## src/rtl/core/frx_pkg.sv

```systemverilog
// Package for the framed stream receiver: header layout, message and phase
// codes, run status codes, the request stage struct and the byte-wide CRC-32 step.
// No dependencies.
`default_nettype none

package frx_pkg;

   localparam logic [31:0] FRAME_MAGIC = 32'h5442_5031;
   localparam logic [31:0] CRC_POLY    = 32'hEDB8_8320;
   localparam logic [31:0] CRC_INIT    = 32'hFFFF_FFFF;

   // Header byte offsets (the header is 52 bytes, positions 0 to 51).
   localparam logic [5:0] LAST_HDR_POS = 6'd51;
   localparam logic [5:0] MAGIC_OFS    = 6'd0;
   localparam logic [5:0] TYPE_OFS     = 6'd8;
   localparam logic [5:0] LEN_OFS      = 6'd16;
   localparam logic [5:0] CHECK_OFS    = 6'd48;

   localparam logic [15:0] MSG_HELLO         = 16'd1;
   localparam logic [15:0] MSG_SESSION_START = 16'd3;
   localparam logic [15:0] MSG_SEG_BEGIN     = 16'd7;
   localparam logic [15:0] MSG_CHUNK         = 16'd8;
   localparam logic [15:0] MSG_SEG_END       = 16'd9;
   localparam logic [15:0] MSG_DONE          = 16'd12;

   localparam logic [2:0] PH_HELLO     = 3'd0;
   localparam logic [2:0] PH_SESSION   = 3'd1;
   localparam logic [2:0] PH_SEG_BEGIN = 3'd2;
   localparam logic [2:0] PH_CHUNKS    = 3'd3;
   localparam logic [2:0] PH_WAIT_DONE = 3'd4;

   localparam logic [1:0] ST_BUSY      = 2'd0;
   localparam logic [1:0] ST_COMPLETE  = 2'd1;
   localparam logic [1:0] ST_BAD_MAGIC = 2'd2;
   localparam logic [1:0] ST_CRC_ERROR = 2'd3;

   typedef struct packed {
      logic       valid;
      logic [7:0] rx_byte;
   } frx_stage_type;

   // One byte of reflected CRC-32, bit by bit.
   function automatic logic [31:0] crc_byte(input logic [31:0] crc, input logic [7:0] b);
      logic [31:0] c;
      c = crc ^ {24'd0, b};
      for (int i = 0; i < 8; i++) begin
         c = c[0] ? ((c >> 1) ^ CRC_POLY) : (c >> 1);
      end
      return c;
   endfunction

endpackage

`default_nettype wire

```

## src/rtl/core/framed_stream_receiver.sv

```systemverilog
// Framed stream receiver: one received byte in per request, one result per byte
// out; a 52-byte little-endian header parser, payload CRC-32 check and the session
// phase machine. Depends on frx_pkg, frx_in_stage and frx_parse.
//
// Each request carries one byte of the link stream and produces exactly one
// response, in order. The block sustains one request per clock cycle while
// responses are not stalled; a request is accepted into the request register
// and then moves into the result register, where its response is presented.
// The longest path is the byte-wide CRC-32 update (eight chained shift-and-XOR
// steps) followed by a 32-bit compare against the header's check word.
// req_stall is high only while the request register holds a byte and the
// result register holds a stalled response, so it follows rsp_stall within
// the same cycle; while the request register is empty, one more byte is
// still taken behind a waiting response. The response carries the
// chunk payload byte (out_valid set only for chunk frames in the chunk phase),
// the run status after that byte, the count of accepted chunk frames and a
// frame end flag. Once the run has ended (complete, bad magic or CRC mismatch)
// every further byte is answered with an idle response carrying the final
// status until reset. Note that a chunk frame whose CRC fails has already had
// its bytes passed out, so the consumer must discard the transfer when it sees
// the CRC mismatch status. The single control register (payload CRC check
// enable, set after reset) is written through csr_wr_en and csr_wr_data and
// must only be changed while the block is idle.
`default_nettype none

module framed_stream_receiver
   import frx_pkg::*;
(
   input  wire logic        clock,
   input  wire logic        reset,
   input  wire logic        req_valid,
   output      logic        req_stall,
   input  wire logic [7:0]  req_rx_byte,
   output      logic        rsp_valid,
   input  wire logic        rsp_stall,
   output      logic [7:0]  rsp_out_byte,
   output      logic        rsp_out_valid,
   output      logic [1:0]  rsp_run_status,
   output      logic [31:0] rsp_chunk_count,
   output      logic        rsp_frame_end,
   input  wire logic        csr_wr_en,
   input  wire logic        csr_wr_data
);

   frx_stage_type stage;
   logic          advance;

   // Request register: decouples the link from the result register.
   frx_in_stage u_in_stage (
      .clock       (clock),
      .reset       (reset),
      .req_valid   (req_valid),
      .req_stall   (req_stall),
      .req_rx_byte (req_rx_byte),
      .advance     (advance),
      .stage       (stage)
   );

   // All per-byte work happens here, between the request register and the
   // result register.
   frx_parse u_parse (
      .clock           (clock),
      .reset           (reset),
      .stage           (stage),
      .advance         (advance),
      .csr_wr_en       (csr_wr_en),
      .csr_wr_data     (csr_wr_data),
      .rsp_valid       (rsp_valid),
      .rsp_stall       (rsp_stall),
      .rsp_out_byte    (rsp_out_byte),
      .rsp_out_valid   (rsp_out_valid),
      .rsp_run_status  (rsp_run_status),
      .rsp_chunk_count (rsp_chunk_count),
      .rsp_frame_end   (rsp_frame_end)
   );

   // Input is only held back when the result register is full and stalled.
   a_stall_cause: assert property (@(posedge clock) disable iff (reset)
      req_stall |-> (rsp_valid && rsp_stall))
      else $error("request stalled while the result register could drain");

   // A response without a chunk byte carries a zero byte.
   a_idle_byte: assert property (@(posedge clock) disable iff (reset)
      (rsp_valid && !rsp_out_valid) |-> (rsp_out_byte == 8'd0))
      else $error("non-chunk response carries a data byte");

   // A chunk byte that does not end its frame is only passed while the run is busy.
   a_chunk_busy: assert property (@(posedge clock) disable iff (reset)
      (rsp_valid && rsp_out_valid && !rsp_frame_end) |-> (rsp_run_status == ST_BUSY))
      else $error("chunk byte passed after the run ended");

endmodule

`default_nettype wire

```

## src/rtl/core/frx_in_stage.sv

```systemverilog
// Request register of the framed stream receiver: holds one received byte
// until the parse stage takes it. Depends on frx_pkg.
`default_nettype none

module frx_in_stage
   import frx_pkg::*;
(
   input  wire logic          clock,
   input  wire logic          reset,
   input  wire logic          req_valid,
   output      logic          req_stall,
   input  wire logic [7:0]    req_rx_byte,
   input  wire logic          advance,
   output      frx_stage_type stage
);

   logic       valid_ff, valid_in;
   logic [7:0] byte_ff, byte_in;

   // The register is free when empty or when its request moves on this cycle.
   assign req_stall = valid_ff && !advance;

   always_comb begin
      valid_in = valid_ff && !advance;
      byte_in  = byte_ff;
      if (!req_stall) begin
         valid_in = req_valid;
         byte_in  = req_rx_byte;
      end
   end

   always_ff @(posedge clock) begin
      if (reset) begin
         valid_ff <= 1'b0;
      end else begin
         valid_ff <= valid_in;
      end
      byte_ff <= byte_in;
   end

   assign stage.valid   = valid_ff;
   assign stage.rx_byte = byte_ff;

endmodule

`default_nettype wire

```

## src/rtl/core/frx_parse.sv

```systemverilog
// Parse stage of the framed stream receiver: header capture, payload count,
// CRC-32, session phase machine and the result register. Depends on frx_pkg.
`default_nettype none

module frx_parse
   import frx_pkg::*;
(
   input  wire logic          clock,
   input  wire logic          reset,
   input  wire frx_stage_type stage,
   output      logic          advance,
   input  wire logic          csr_wr_en,
   input  wire logic          csr_wr_data,
   output      logic          rsp_valid,
   input  wire logic          rsp_stall,
   output      logic [7:0]    rsp_out_byte,
   output      logic          rsp_out_valid,
   output      logic [1:0]    rsp_run_status,
   output      logic [31:0]   rsp_chunk_count,
   output      logic          rsp_frame_end
);

   logic        check_crc_ff;
   logic [5:0]  hdr_pos_ff, hdr_pos_in;
   logic        in_payload_ff, in_payload_in;
   logic [31:0] magic_ff, magic_in;
   logic [15:0] msg_type_ff, msg_type_in;
   logic [31:0] bytes_left_ff, bytes_left_in;
   logic [31:0] expected_ff, expected_in;
   logic [31:0] crc_ff, crc_in;
   logic [2:0]  phase_ff, phase_in;
   logic [31:0] chunks_ff, chunks_in;
   logic [1:0]  status_ff, status_in;

   logic        rsp_valid_ff, rsp_valid_in;
   logic [7:0]  out_byte_ff, out_byte_in;
   logic        out_valid_ff, out_valid_in;
   logic        frame_end_ff, frame_end_in;

   logic [7:0]  b;
   logic [1:0]  lane;
   logic [31:0] crc_next;
   logic        do_apply;

   assign b        = stage.rx_byte;
   assign lane     = hdr_pos_ff[1:0];
   assign crc_next = crc_byte(crc_ff, b);

   // The result register drains or is empty: the held request can move.
   assign advance = stage.valid && (!rsp_valid_ff || !rsp_stall);

   always_comb begin
      hdr_pos_in    = hdr_pos_ff;
      in_payload_in = in_payload_ff;
      magic_in      = magic_ff;
      msg_type_in   = msg_type_ff;
      bytes_left_in = bytes_left_ff;
      expected_in   = expected_ff;
      crc_in        = crc_ff;
      phase_in      = phase_ff;
      chunks_in     = chunks_ff;
      status_in     = status_ff;
      out_byte_in   = 8'd0;
      out_valid_in  = 1'b0;
      frame_end_in  = 1'b0;
      do_apply      = 1'b0;

      if (status_ff == ST_BUSY) begin
         if (!in_payload_ff) begin
            if (hdr_pos_ff < MAGIC_OFS + 6'd4) begin
               magic_in[8*lane +: 8] = b;
            end else if (hdr_pos_ff >= TYPE_OFS && hdr_pos_ff < TYPE_OFS + 6'd2) begin
               msg_type_in[8*lane[0] +: 8] = b;
            end else if (hdr_pos_ff >= LEN_OFS && hdr_pos_ff < LEN_OFS + 6'd4) begin
               bytes_left_in[8*lane +: 8] = b;
            end else if (hdr_pos_ff >= CHECK_OFS) begin
               expected_in[8*lane +: 8] = b;
            end

            if (hdr_pos_ff == LAST_HDR_POS) begin
               hdr_pos_in = 6'd0;
               if (magic_ff != FRAME_MAGIC) begin
                  status_in     = ST_BAD_MAGIC;
                  frame_end_in  = 1'b1;
                  bytes_left_in = 32'd0;
                  crc_in        = CRC_INIT;
               end else if (bytes_left_ff == 32'd0) begin
                  frame_end_in = 1'b1;
                  do_apply     = 1'b1;
                  crc_in       = CRC_INIT;
               end else begin
                  in_payload_in = 1'b1;
                  crc_in        = CRC_INIT;
               end
            end else begin
               hdr_pos_in = hdr_pos_ff + 6'd1;
            end
         end else begin
            crc_in        = crc_next;
            bytes_left_in = bytes_left_ff - 32'd1;
            if (msg_type_ff == MSG_CHUNK && phase_ff == PH_CHUNKS) begin
               out_byte_in  = b;
               out_valid_in = 1'b1;
            end
            if (bytes_left_ff == 32'd1) begin
               frame_end_in  = 1'b1;
               hdr_pos_in    = 6'd0;
               in_payload_in = 1'b0;
               crc_in        = CRC_INIT;
               if (check_crc_ff && ~crc_next != expected_ff) begin
                  status_in = ST_CRC_ERROR;
               end else begin
                  do_apply = 1'b1;
               end
            end
         end
      end

      // Session phase machine, advanced by a frame that ends cleanly.
      if (do_apply) begin
         unique case (msg_type_ff)
            MSG_HELLO: begin
               if (phase_ff == PH_HELLO) phase_in = PH_SESSION;
            end
            MSG_SESSION_START: begin
               if (phase_ff == PH_SESSION) phase_in = PH_SEG_BEGIN;
            end
            MSG_SEG_BEGIN: begin
               if (phase_ff == PH_SEG_BEGIN) phase_in = PH_CHUNKS;
            end
            MSG_CHUNK: begin
               if (phase_ff == PH_CHUNKS) chunks_in = chunks_ff + 32'd1;
            end
            MSG_SEG_END: begin
               if (phase_ff == PH_CHUNKS) phase_in = PH_WAIT_DONE;
            end
            MSG_DONE: begin
               status_in = ST_COMPLETE;
            end
            default: begin
            end
         endcase
      end

      rsp_valid_in = advance || (rsp_valid_ff && rsp_stall);
   end

   always_ff @(posedge clock) begin
      if (reset) begin
         check_crc_ff  <= 1'b1;
         hdr_pos_ff    <= 6'd0;
         in_payload_ff <= 1'b0;
         magic_ff      <= 32'd0;
         msg_type_ff   <= 16'd0;
         bytes_left_ff <= 32'd0;
         expected_ff   <= 32'd0;
         crc_ff        <= CRC_INIT;
         phase_ff      <= PH_HELLO;
         chunks_ff     <= 32'd0;
         status_ff     <= ST_BUSY;
         rsp_valid_ff  <= 1'b0;
      end else begin
         if (csr_wr_en) begin
            check_crc_ff <= csr_wr_data;
         end
         if (advance) begin
            hdr_pos_ff    <= hdr_pos_in;
            in_payload_ff <= in_payload_in;
            magic_ff      <= magic_in;
            msg_type_ff   <= msg_type_in;
            bytes_left_ff <= bytes_left_in;
            expected_ff   <= expected_in;
            crc_ff        <= crc_in;
            phase_ff      <= phase_in;
            chunks_ff     <= chunks_in;
            status_ff     <= status_in;
         end
         rsp_valid_ff <= rsp_valid_in;
      end
   end

   always_ff @(posedge clock) begin
      if (advance) begin
         out_byte_ff  <= out_byte_in;
         out_valid_ff <= out_valid_in;
         frame_end_ff <= frame_end_in;
      end
   end

   assign rsp_valid       = rsp_valid_ff;
   assign rsp_out_byte    = out_byte_ff;
   assign rsp_out_valid   = out_valid_ff;
   assign rsp_run_status  = status_ff;
   assign rsp_chunk_count = chunks_ff;
   assign rsp_frame_end   = frame_end_ff;

endmodule

`default_nettype wire
```

## config.mk

```make
export PLATFORM = sky130hd
export DESIGN_NAME = framed_stream_receiver
export DESIGN_NICKNAME = d
export VERILOG_FILES = /design/src/rtl/core/frx_pkg.sv /design/src/rtl/core/framed_stream_receiver.sv /design/src/rtl/core/frx_in_stage.sv /design/src/rtl/core/frx_parse.sv
export SDC_FILE = /design/constraint.sdc
export NUM_CORES = 1
export LEC_CHECK = 0
export ABC_AREA = 1
export BUFFER_PORTS_ARGS = -buffer_cell sky130_fd_sc_hd__buf_2
export CORE_ASPECT_RATIO = 1.5
export CORE_MARGIN = 2
export CORE_UTILIZATION = 55
export CTS_CLUSTER_DIAMETER = 80
export DETAILED_ROUTE_END_ITERATION = 12
export HOLD_SLACK_MARGIN = 0.1
export PLACE_DENSITY_LB_ADDON = 0.15
export SKIP_CTS_REPAIR_TIMING = 1
export SYNTH_ARGS = -nofsm -noshare
export SYNTH_HDL_FRONTEND = slang
export SYNTH_HIERARCHICAL = 1
export SYNTH_SLANG_ARGS = --single-unit
```

## constraint.sdc

```tcl
create_clock -name clock -period 2.4 [get_ports clock]
set_input_delay 0.24 -clock clock [delete_from_list [all_inputs] [get_ports clock]]
set_output_delay 0.24 -clock clock [all_outputs]
set_load 0.1 [all_outputs]
```

==> results of run 1 <==
## through the flow
stage                     setup TNS [ps]  hold WS (ps)  instances
final                             -22270           158       2389
after global routing              -30360           196       2389
after CTS                         -25990          -120       2349
after detailed placement          -25120           420       2310
after global placement            -25400           417       2310
after floorplan                     -514           302       1837
## power by group through the flow
stage / Sequential [mW] / Clock [mW] / Combinational, mW
floorplan: 3.84 / 0 / 1.26
global placement: 3.79 / 0 / 2.34
detailed placement: 3.79 / 0 / 2.37
CTS: 3.71 / 3.61 / 2.38
global route: 3.73 / 3.72 / 2.96
finish: 3.72 / 3.56 / 2.73
## how the worst max path moves through the flow
stage	start	endpoint	slack [ps]	cells past startpoint
after global routing	u_in_stage/byte_ff[0]	u_parse/rsp_chunk_count[28]	-890	24
final	u_in_stage/byte_ff[0]	u_parse/rsp_chunk_count[29]	-680	24
after global placement	u_in_stage/byte_ff[1]	u_parse/rsp_chunk_count[4]	-750	24
after floorplan	u_in_stage/byte_ff[0]	u_parse/rsp_chunk_count[30]	-60	24
after CTS	u_in_stage/byte_ff[1]	u_parse/rsp_chunk_count[29]	-790	24
after detailed placement	u_in_stage/byte_ff[1]	u_parse/rsp_chunk_count[29]	-750	24
## state kept, by name, indices dropped and copies added (netlist names)
signal and count:
u_parse/bytes_left_ff 32, u_parse/crc_ff 32, u_parse/expected_ff 32, u_parse/magic_ff 32, u_parse/rsp_chunk_count 32, u_parse/msg_type_ff 16, u_in_stage/byte_ff 8, u_parse/rsp_out_byte 8
u_parse/hdr_pos_ff 6, u_parse/phase_ff 3, u_parse/rsp_run_status 2, u_in_stage/valid_ff 1, u_parse/check_crc_ff 1, u_parse/in_payload_ff 1, u_parse/rsp_frame_end 1, u_parse/rsp_out_valid 1
u_parse/rsp_valid 1
## critical path: cells and delay by family, from the launching register on
kind                   cells  cell delay (ps)
AND/OR/NAND/NOR           21             2040
flip-flops                 1              480
buffers and inverters      3              410
## layer usage
metal / vias up / track usage / routed length, um
li1: 6533 / - / -
met1: 6124 / 0.374 / 15400
met2: 423 / 0.646 / 21800
met3: 191 / 0.0389 / 1940
met4: 0 / 0.225 / 3080
met5: - / 0 / 0
## layout make-up
type,instances,area [sq um]
clock buffer,30,641
clock inverter,9,115
fill,1810,5800
inverter,262,998
multi-input combinational,1307,6970
sequential,209,4400
tap,272,340
timing repair buffer,300,2200
## layout by cell type (no fill, tap or decap), types with 6 or more instances in the layout
cell type and count:
nand4_1 33, nor2_2 17, nor2_1 165, buf_4 218, a31oi_1 10, o21ai_0 128
nand3_1 106, nand2_1 425, inv_1 236, clkbuf_16 22, nand3b_1 9, o211ai_1 57
dlygate4sd3_1 12, dfxtp_2 15, buf_2 59, nor4_1 8, nor2_4 14, nand2_4 27
nand3_2 19, o21ai_1 8, xor2_1 19, dfxtp_1 171, ha_1 6, a21oi_1 121
inv_2 18, nor3_1 20, edfxtp_1 18, a211oi_1 10, buf_6 8, clkbuf_8 6
nand2_2 57
## logic make-up (layout without fill, tap and decap cells)
| logic type | Yosys count | count (layout) |
|---|---|---|
| DFF | 209 | 209 |
| AOI/OAI and AO/OA | 354 | 354 |
| buffers and inverters | 321 | 601 |
| xor gates and xnor gates | 21 | 21 |
| adders and majority gates | 9 | 9 |
| and+or+nand+nor | 923 | 923 |
==> metrics, run 1 <==
top cells by count, synth=nand2_1 (473), inv_1 (245), dfxtp_1 (191); Slowest-stage cell, CP=edfxtp_1; Die Height=184 um; Max Cap Viol=0; vias=13.3k; Worst Setup End Kind=register; register area share after synthesis=0.365; Distinct cells, synth=47; worst-margin pin slew=641 ps; Setup CP Type=reg2reg; post-synth top area share=0.320; Post-synth EDFFs=18; largest family of logic cells by synthesized area=simple AND/OR/NAND/NOR gates; worst skew pair latency=530 ps; drt initial violations=1,098; hold path depth=4; RR Endpoint=u_parse/rsp_chunk_count[29]; final worst path period share=1.29; vias in the first global route=12.6k; Root Driver=clkbuf_16; Static Leak=7.31 nW; adder-cell share of the synthesized area=0.00943; pre-CTS WS=-753 ps; fin crit period=3080 ps; Worst-path clk slew=60 ps; hold endpoint=u_parse/msg_type_ff[12]; hold_sp=reset; Async S/R FF share, synth=0; Area contributors post-synth=dfxtp_1 (32%), nand2_1 (15%), inv_1 (7.7%); CP Cell Sequence=inv_2 -> nand2_4 -> buf_4 -> buf_4 -> nand3_1 -> nand2_1 -> nand3_1 -> nand2_1 -> nand2_1 -> nand3_1 -> nand2_2 -> nand3_2 -> nor2_1 -> nand2_1 -> nor2_2 -> nand2_2 -> nand2_2 -> nand2_2 -> nand2_4 -> nand4_1 -> nor2_2 -> nand2_1 -> nand2_1 -> nor2_1; layout overhead on the synthesized area=31.2%; run status=finished, violations left; RSZ-0062 raised after global routing=true; count leader, synth=nand2_1; global route overflow=0; largest net degree at the start of global routing=59; mapped cell area=11,900 sq um; failing checks=setup timing; Syn Area/Cell=6.50 sq um; Clock Path Buffers=3; # H-tree levels=1; maximum VDD drop=0.593 mV; Final ANT Viol Nets=0; ANT cells=0; Overall Power=10.0 mW; post-synthesis xor/xnor area fraction=0.0154; Hold Path Class=in2reg; Post-DP HPWL=30.9 mm; clock sink total=209; Compound-Gate Fraction of Synth Area=0.169; clock power share=0.355; Design Area, Final=15,700 sq um; share of cells above drive strength 1=0.250; R2R Setup Slk=-680 ps; crit path launch type=register; Post-DP Area=14,000 sq um; final net count=2,125; Critical Path RT=2800 ps; endpoints failing setup=40; final hold viol count=0; max_slew headroom=0.573; Setup Skew=28.6 ps; simple-gate area share of the yosys netlist=0.338; routed len/inst=17.7 um; fin util=0.730; Sw Pwr=3.24 mW; gp weighted congestion=1.03; #FFs+latches synth=209; Fmax=324 MHz; Logic pwr share=0.273; initial antenna violation count=0; input/output buffers=59; top_reg_cell synth=dfxtp_1; max incr delay on CP=480 ps; total track usage=0.349; Die Width=124 um; Max Slew Vio Count=0; crit-path most repeated cell=nand2_1; smallest setup slack after layout=-684 ps; # rows=66; Syn Nets=1,860; cell internal pwr=6.77 mW; share of power burned in registers=0.372; Synth Warn #=6; total die area=22,900 sq um; TritonCTS buffer count=22; Remaining DRCs=0; I/O pin count=60; Core Area=21,500 sq um; Switching Fraction=0.324; Routed WL=42.2 mm; DR pass1 iterations=5; CTS tree=done; cell taking the most area after synthesis=dfxtp_1; worst reg2reg path depth=24; Initial Utilization=0.556; cells after synthesis=1,837; CP max FO=6; WP data arrival=3480 ps; post-synthesis mux area share=0; Via-to-Cell Ratio=5.56; pwr dens=639 nW/um^2; first-pass GRT wire length=64.2 mm; Worst R2R Start=u_in_stage/byte_ff[0]
(Power assumes the default switching activity.)
==> inputs of run 2 (changes only) <==
- CORE_UTILIZATION: 55 -> 35
==> metrics, run 2 (same netlist as run 1, synthesis figures left out) <==
R2R Setup Slk=-690 ps; clock sink total=209; CTS tree=done; Crit path max-delay family=simple AND/OR/NAND/NOR gates; total track usage=0.236; largest net degree at the start of global routing=59; global route overflow=0; Remaining DRCs=0; initial antenna violation count=0; final hold viol count=0; share of cells above drive strength 1=0.306; pwr dens=618 nW/um^2; max_slew headroom=0.567; CP bufs+invs=3; endpoints failing setup=41; I/O pin count=60; # H-tree levels=1; Critical Path RT=2830 ps; placed insts=2,495; pre-CTS WS=-987 ps; CP Depth=25; Via-to-Cell Ratio=5.12; smallest setup slack after layout=-688 ps; Max Slew Vio Count=0; final net count=2,181; final worst path period share=1.29; Non-Filler Instances=2,595; maximum VDD drop=0.391 mV; DR pass1 iterations=5; CP max FO=8; input/output buffers=59; most frequent cells in the layout=nand2_1 (361), buf_4 (257), inv_1 (231); Setup CP Type=reg2reg; worst reg2reg path depth=25; Setup Skew=8.34 ps; Clock Path Buffers=3; failing checks=setup timing; Initial Utilization=0.356; Final ANT Viol Nets=0; # rows=82; commonest non-fill, non-tap cell in the layout=nand2_1; Worst Setup End Kind=register; crit-path most repeated cell=nand2_4; Core Area=33,500 sq um; Worst-path clk slew=60 ps; Root Driver=clkbuf_16; Hold Path Class=in2reg; total die area=35,700 sq um; Routed WL=44.2 mm; vias in the first global route=12.3k; Die Width=155 um; ANT cells=0; first-pass GRT wire length=65.9 mm; gp weighted congestion=0.949; Worst R2R Start=u_in_stage/byte_ff[1]; fin crit period=3090 ps; worst skew pair latency=540 ps; Fmax=324 MHz; Max Cap Viol=0; crit path launch type=register; max incr delay on CP=470 ps; RR Endpoint=u_parse/rsp_chunk_count[28]; run status=finished, violations left; TritonCTS buffer count=23; Post-DP Area=14,400 sq um; worst-margin pin slew=650 ps; routed len/inst=17.0 um; CP startpoint=u_in_stage/byte_ff[1]; Overall Power=10.4 mW; Die Height=230 um; Design Area, Final=16,800 sq um; drt initial violations=618; Slowest-stage cell, CP=edfxtp_1; Post-DP HPWL=33.0 mm; vias=13.3k; Static Leak=7.76 nW; RSZ-0062 raised after global routing=true; layout overhead on the synthesized area=40.5%; Setup crit end=u_parse/rsp_chunk_count[28]; WP data arrival=3520 ps
==> run 2: cell types whose count changed in the layout (fill, tap and decap cells not counted), moves of 5 or more <==
cell and delta:
buf_6 +10, nand2_4 +22, nand2_2 +38, inv_1 -5, nor2_2 -5, nand3_1 -5
buf_4 +39, inv_6 +5, clkbuf_8 -5, inv_2 +5, nand2_1 -64
==> run 2: layer usage <==
metal  vias up  part of all wire  wire, um  GRT usage
met4         0             0.073      3210      0.144
met3       139             0.032      1430     0.0219
met1      6177              0.38     16900      0.254
met2       310              0.51     22700      0.440
met5         -                 0         0          0
li1       6651                 -         -          -
==> run 2: worst reg2reg max path: stages (launching register included) <==
cell,delay [ps]
edfxtp_1,470
inv_2,130
nand2_2,70
nand2_4,90
nand2_2,90
nand2_4,170
buf_6,140
nand2_2,70
nand3_1,90
nand2_1,60
inv_1,60
nand2_2,60
nor2_4,110
nand2_1,60
nor2_1,110
nand2_1,80
nor2_2,160
nand2_4,100
nand2_4,100
nand2_4,50
nand2_4,100
nand3_4,210
nor2_4,220
nand3_2,80
nand2_1,70
nor2_1,50
==> run 2: report_power, final <==
part           switching (mW)  leakage [nW]  internal, mW
combinational            1.79          5.67          1.26
clock                    1.57         0.352          2.03
sequential             0.0960          1.74          3.62
total                    3.46          7.76          6.91
==> run 2: area by class of cell <==
type / instances / area [sq um]
flip-flops and latches: 209 / 4400
clock buffers: 29 / 608
fillers: 3390 / 16800
inverters: 262 / 1010
clock inverters: 13 / 135
repair buffers: 355 / 2730
well taps: 420 / 526
multi-input cells: 1307 / 7380
==> run 2: worst min path at each step <==
| stage | endpoint | depth (start not counted) | from |
|---|---|---|---|
| 2_1_floorplan | u_in_stage/valid_ff | 1 | reset |
| 3_3_place_gp | u_in_stage/byte_ff[5] | 1 | req_rx_byte[5] |
| 3_5_place_dp | u_in_stage/byte_ff[5] | 1 | req_rx_byte[5] |
| 4_1_cts | u_in_stage/byte_ff[5] | 1 | req_rx_byte[5] |
| 5_1_grt | u_in_stage/byte_ff[2] | 2 | req_rx_byte[2] |
| 6_report | u_in_stage/byte_ff[2] | 2 | req_rx_byte[2] |
==> run 2: metrics by stage <==
step / util / hold WS [ps] / TNS (ps)
final: 0.500 / 410 / -21540
after detailed placement: 0.431 / 423 / -34820
after CTS: 0.453 / -142 / -36010
after global routing: 0.500 / 411 / -31060
after floorplan: - / 302 / -514
after global placement: 0.431 / 418 / -36460
==> inputs of run 3 (changes only) <==
- MAX_ROUTING_LAYER: not set -> met4
- clock period: 2.4 -> 2.5 ns (I/O delays scaled with it)
==> metrics, run 3 (same netlist as run 1, synthesis figures left out) <==
fin util=0.474; pwr dens=622 nW/um^2; layout overhead on the synthesized area=33.1%; Design Area, Final=15,900 sq um; vias=12.9k; hold path depth=4; WP data arrival=3570 ps; routed len/inst=16.9 um; maximum VDD drop=0.455 mV; final hold viol count=0; Worst-path clk slew=60 ps; first-pass GRT wire length=66.0 mm; run status=finished, violations left; Multi-input gate area=6950 sq um; Setup Skew=35.1 ps; Sw Pwr=3.18 mW; cell internal pwr=6.71 mW; worst reg2reg path depth=26; total die area=35,700 sq um; Via-to-Cell Ratio=5.06; sequential cell area=4390 sq um; CP bufs+invs=3; Fmax=320 MHz; # fillers=3,467; Root Driver=clkbuf_16; worst-margin pin slew=653 ps; Post-DP HPWL=33.0 mm; gp weighted congestion=0.955; Max Cap Viol=0; share of power burned in registers=0.362; total negative slack=-19,650 ps; CTS tree=done; global route overflow=0; Overall Power=9.89 mW; Switching Fraction=0.322; Initial Utilization=0.356; max incr delay on CP=470 ps; Static Leak=7.41 nW; worst hold slack=226 ps; # rows=82; Die Width=155 um; vias in the first global route=12.3k; crit path launch type=register; worst skew pair latency=560 ps; Worst Setup End Kind=register; CP max FO=8; max_slew headroom=0.565; fin crit period=3120 ps; endpoints failing setup=39; Logic pwr share=0.263; Max Slew Vio Count=0; commonest non-fill, non-tap cell in the layout=nand2_1; failing checks=setup timing; final worst path period share=1.25; Clock Path Buffers=3; Hold Path Class=in2reg; Die Height=230 um; DR pass1 iterations=5; clock power share=0.375; Remaining DRCs=0; Routed WL=43.0 mm; Setup CP Type=reg2reg; Post-DP Area=14,100 sq um; Critical Path RT=2940 ps; CP Depth=26; ANT cells=0; Core Area=33,500 sq um; TritonCTS buffer count=24; Crit path max-delay family=simple AND/OR/NAND/NOR gates; drt initial violations=666; RSZ-0062 raised after global routing=true; total track usage=0.242; smallest setup slack after layout=-624 ps; I/O pin count=60; largest net degree at the start of global routing=59; share of cells above drive strength 1=0.256; input/output buffers=59; most frequent cells in the layout=nand2_1 (405), inv_1 (235), buf_4 (214); initial antenna violation count=0; Final ANT Viol Nets=0; clock sink total=209; final net count=2,128; # H-tree levels=1; Slowest-stage cell, CP=edfxtp_1
## run 3: power groups by stage
stage | Clock, mW | Sequential (mW) | Combinational (mW)
final | 3.71 | 3.58 | 2.60
after global routing | 3.96 | 3.59 | 2.83
after CTS | 3.82 | 3.57 | 2.26
after detailed placement | 0 | 3.64 | 2.25
after global placement | 0 | 3.64 | 2.24
after floorplan | 0 | 3.68 | 1.19
## run 3: final timing paths
check                             startpoint                          end  slack (ps)
hold reg to reg   u_parse/rsp_chunk_count[0]   u_parse/rsp_chunk_count[0]         450
hold / removal                         reset      u_parse/msg_type_ff[12]         230
setup / recovery       u_in_stage/byte_ff[0]  u_parse/rsp_chunk_count[28]        -620
setup reg to reg       u_in_stage/byte_ff[0]  u_parse/rsp_chunk_count[28]        -620
## run 3: tightest hold or removal path, delay by kind of cell
| family | cells | cell delay (ps) |
|---|---|---|
| buf+inv | 2 | 280 |
| compound gates | 2 | 200 |
## run 3: layer usage
metal / global-route usage / vias up / part of all wire
met2: 0.448 / 239 / 0.52
met4: 0.132 / 0 / 0.065
met5: - / - / 0
met3: 0.0236 / 121 / 0.029
met1: 0.249 / 5941 / 0.38
li1: - / 6551 / -
## run 3: cell type report
cell class,count,area share
clock buffers,27,0.0391
inverters,262,0.0626
repair buffers,301,0.140
clock inverters,15,0.0121
well taps,420,0.0330
multi-input cells,1307,0.437
flip-flops and latches,209,0.276
## run 3: metrics by stage
stage | cells | setup WS [ps]
after global routing | 2541 | -802
after CTS | 2495 | -919
after detailed placement | 2453 | -891
after floorplan | 1837 | 5.07
after global placement | 2453 | -889
final | 2541 | -624
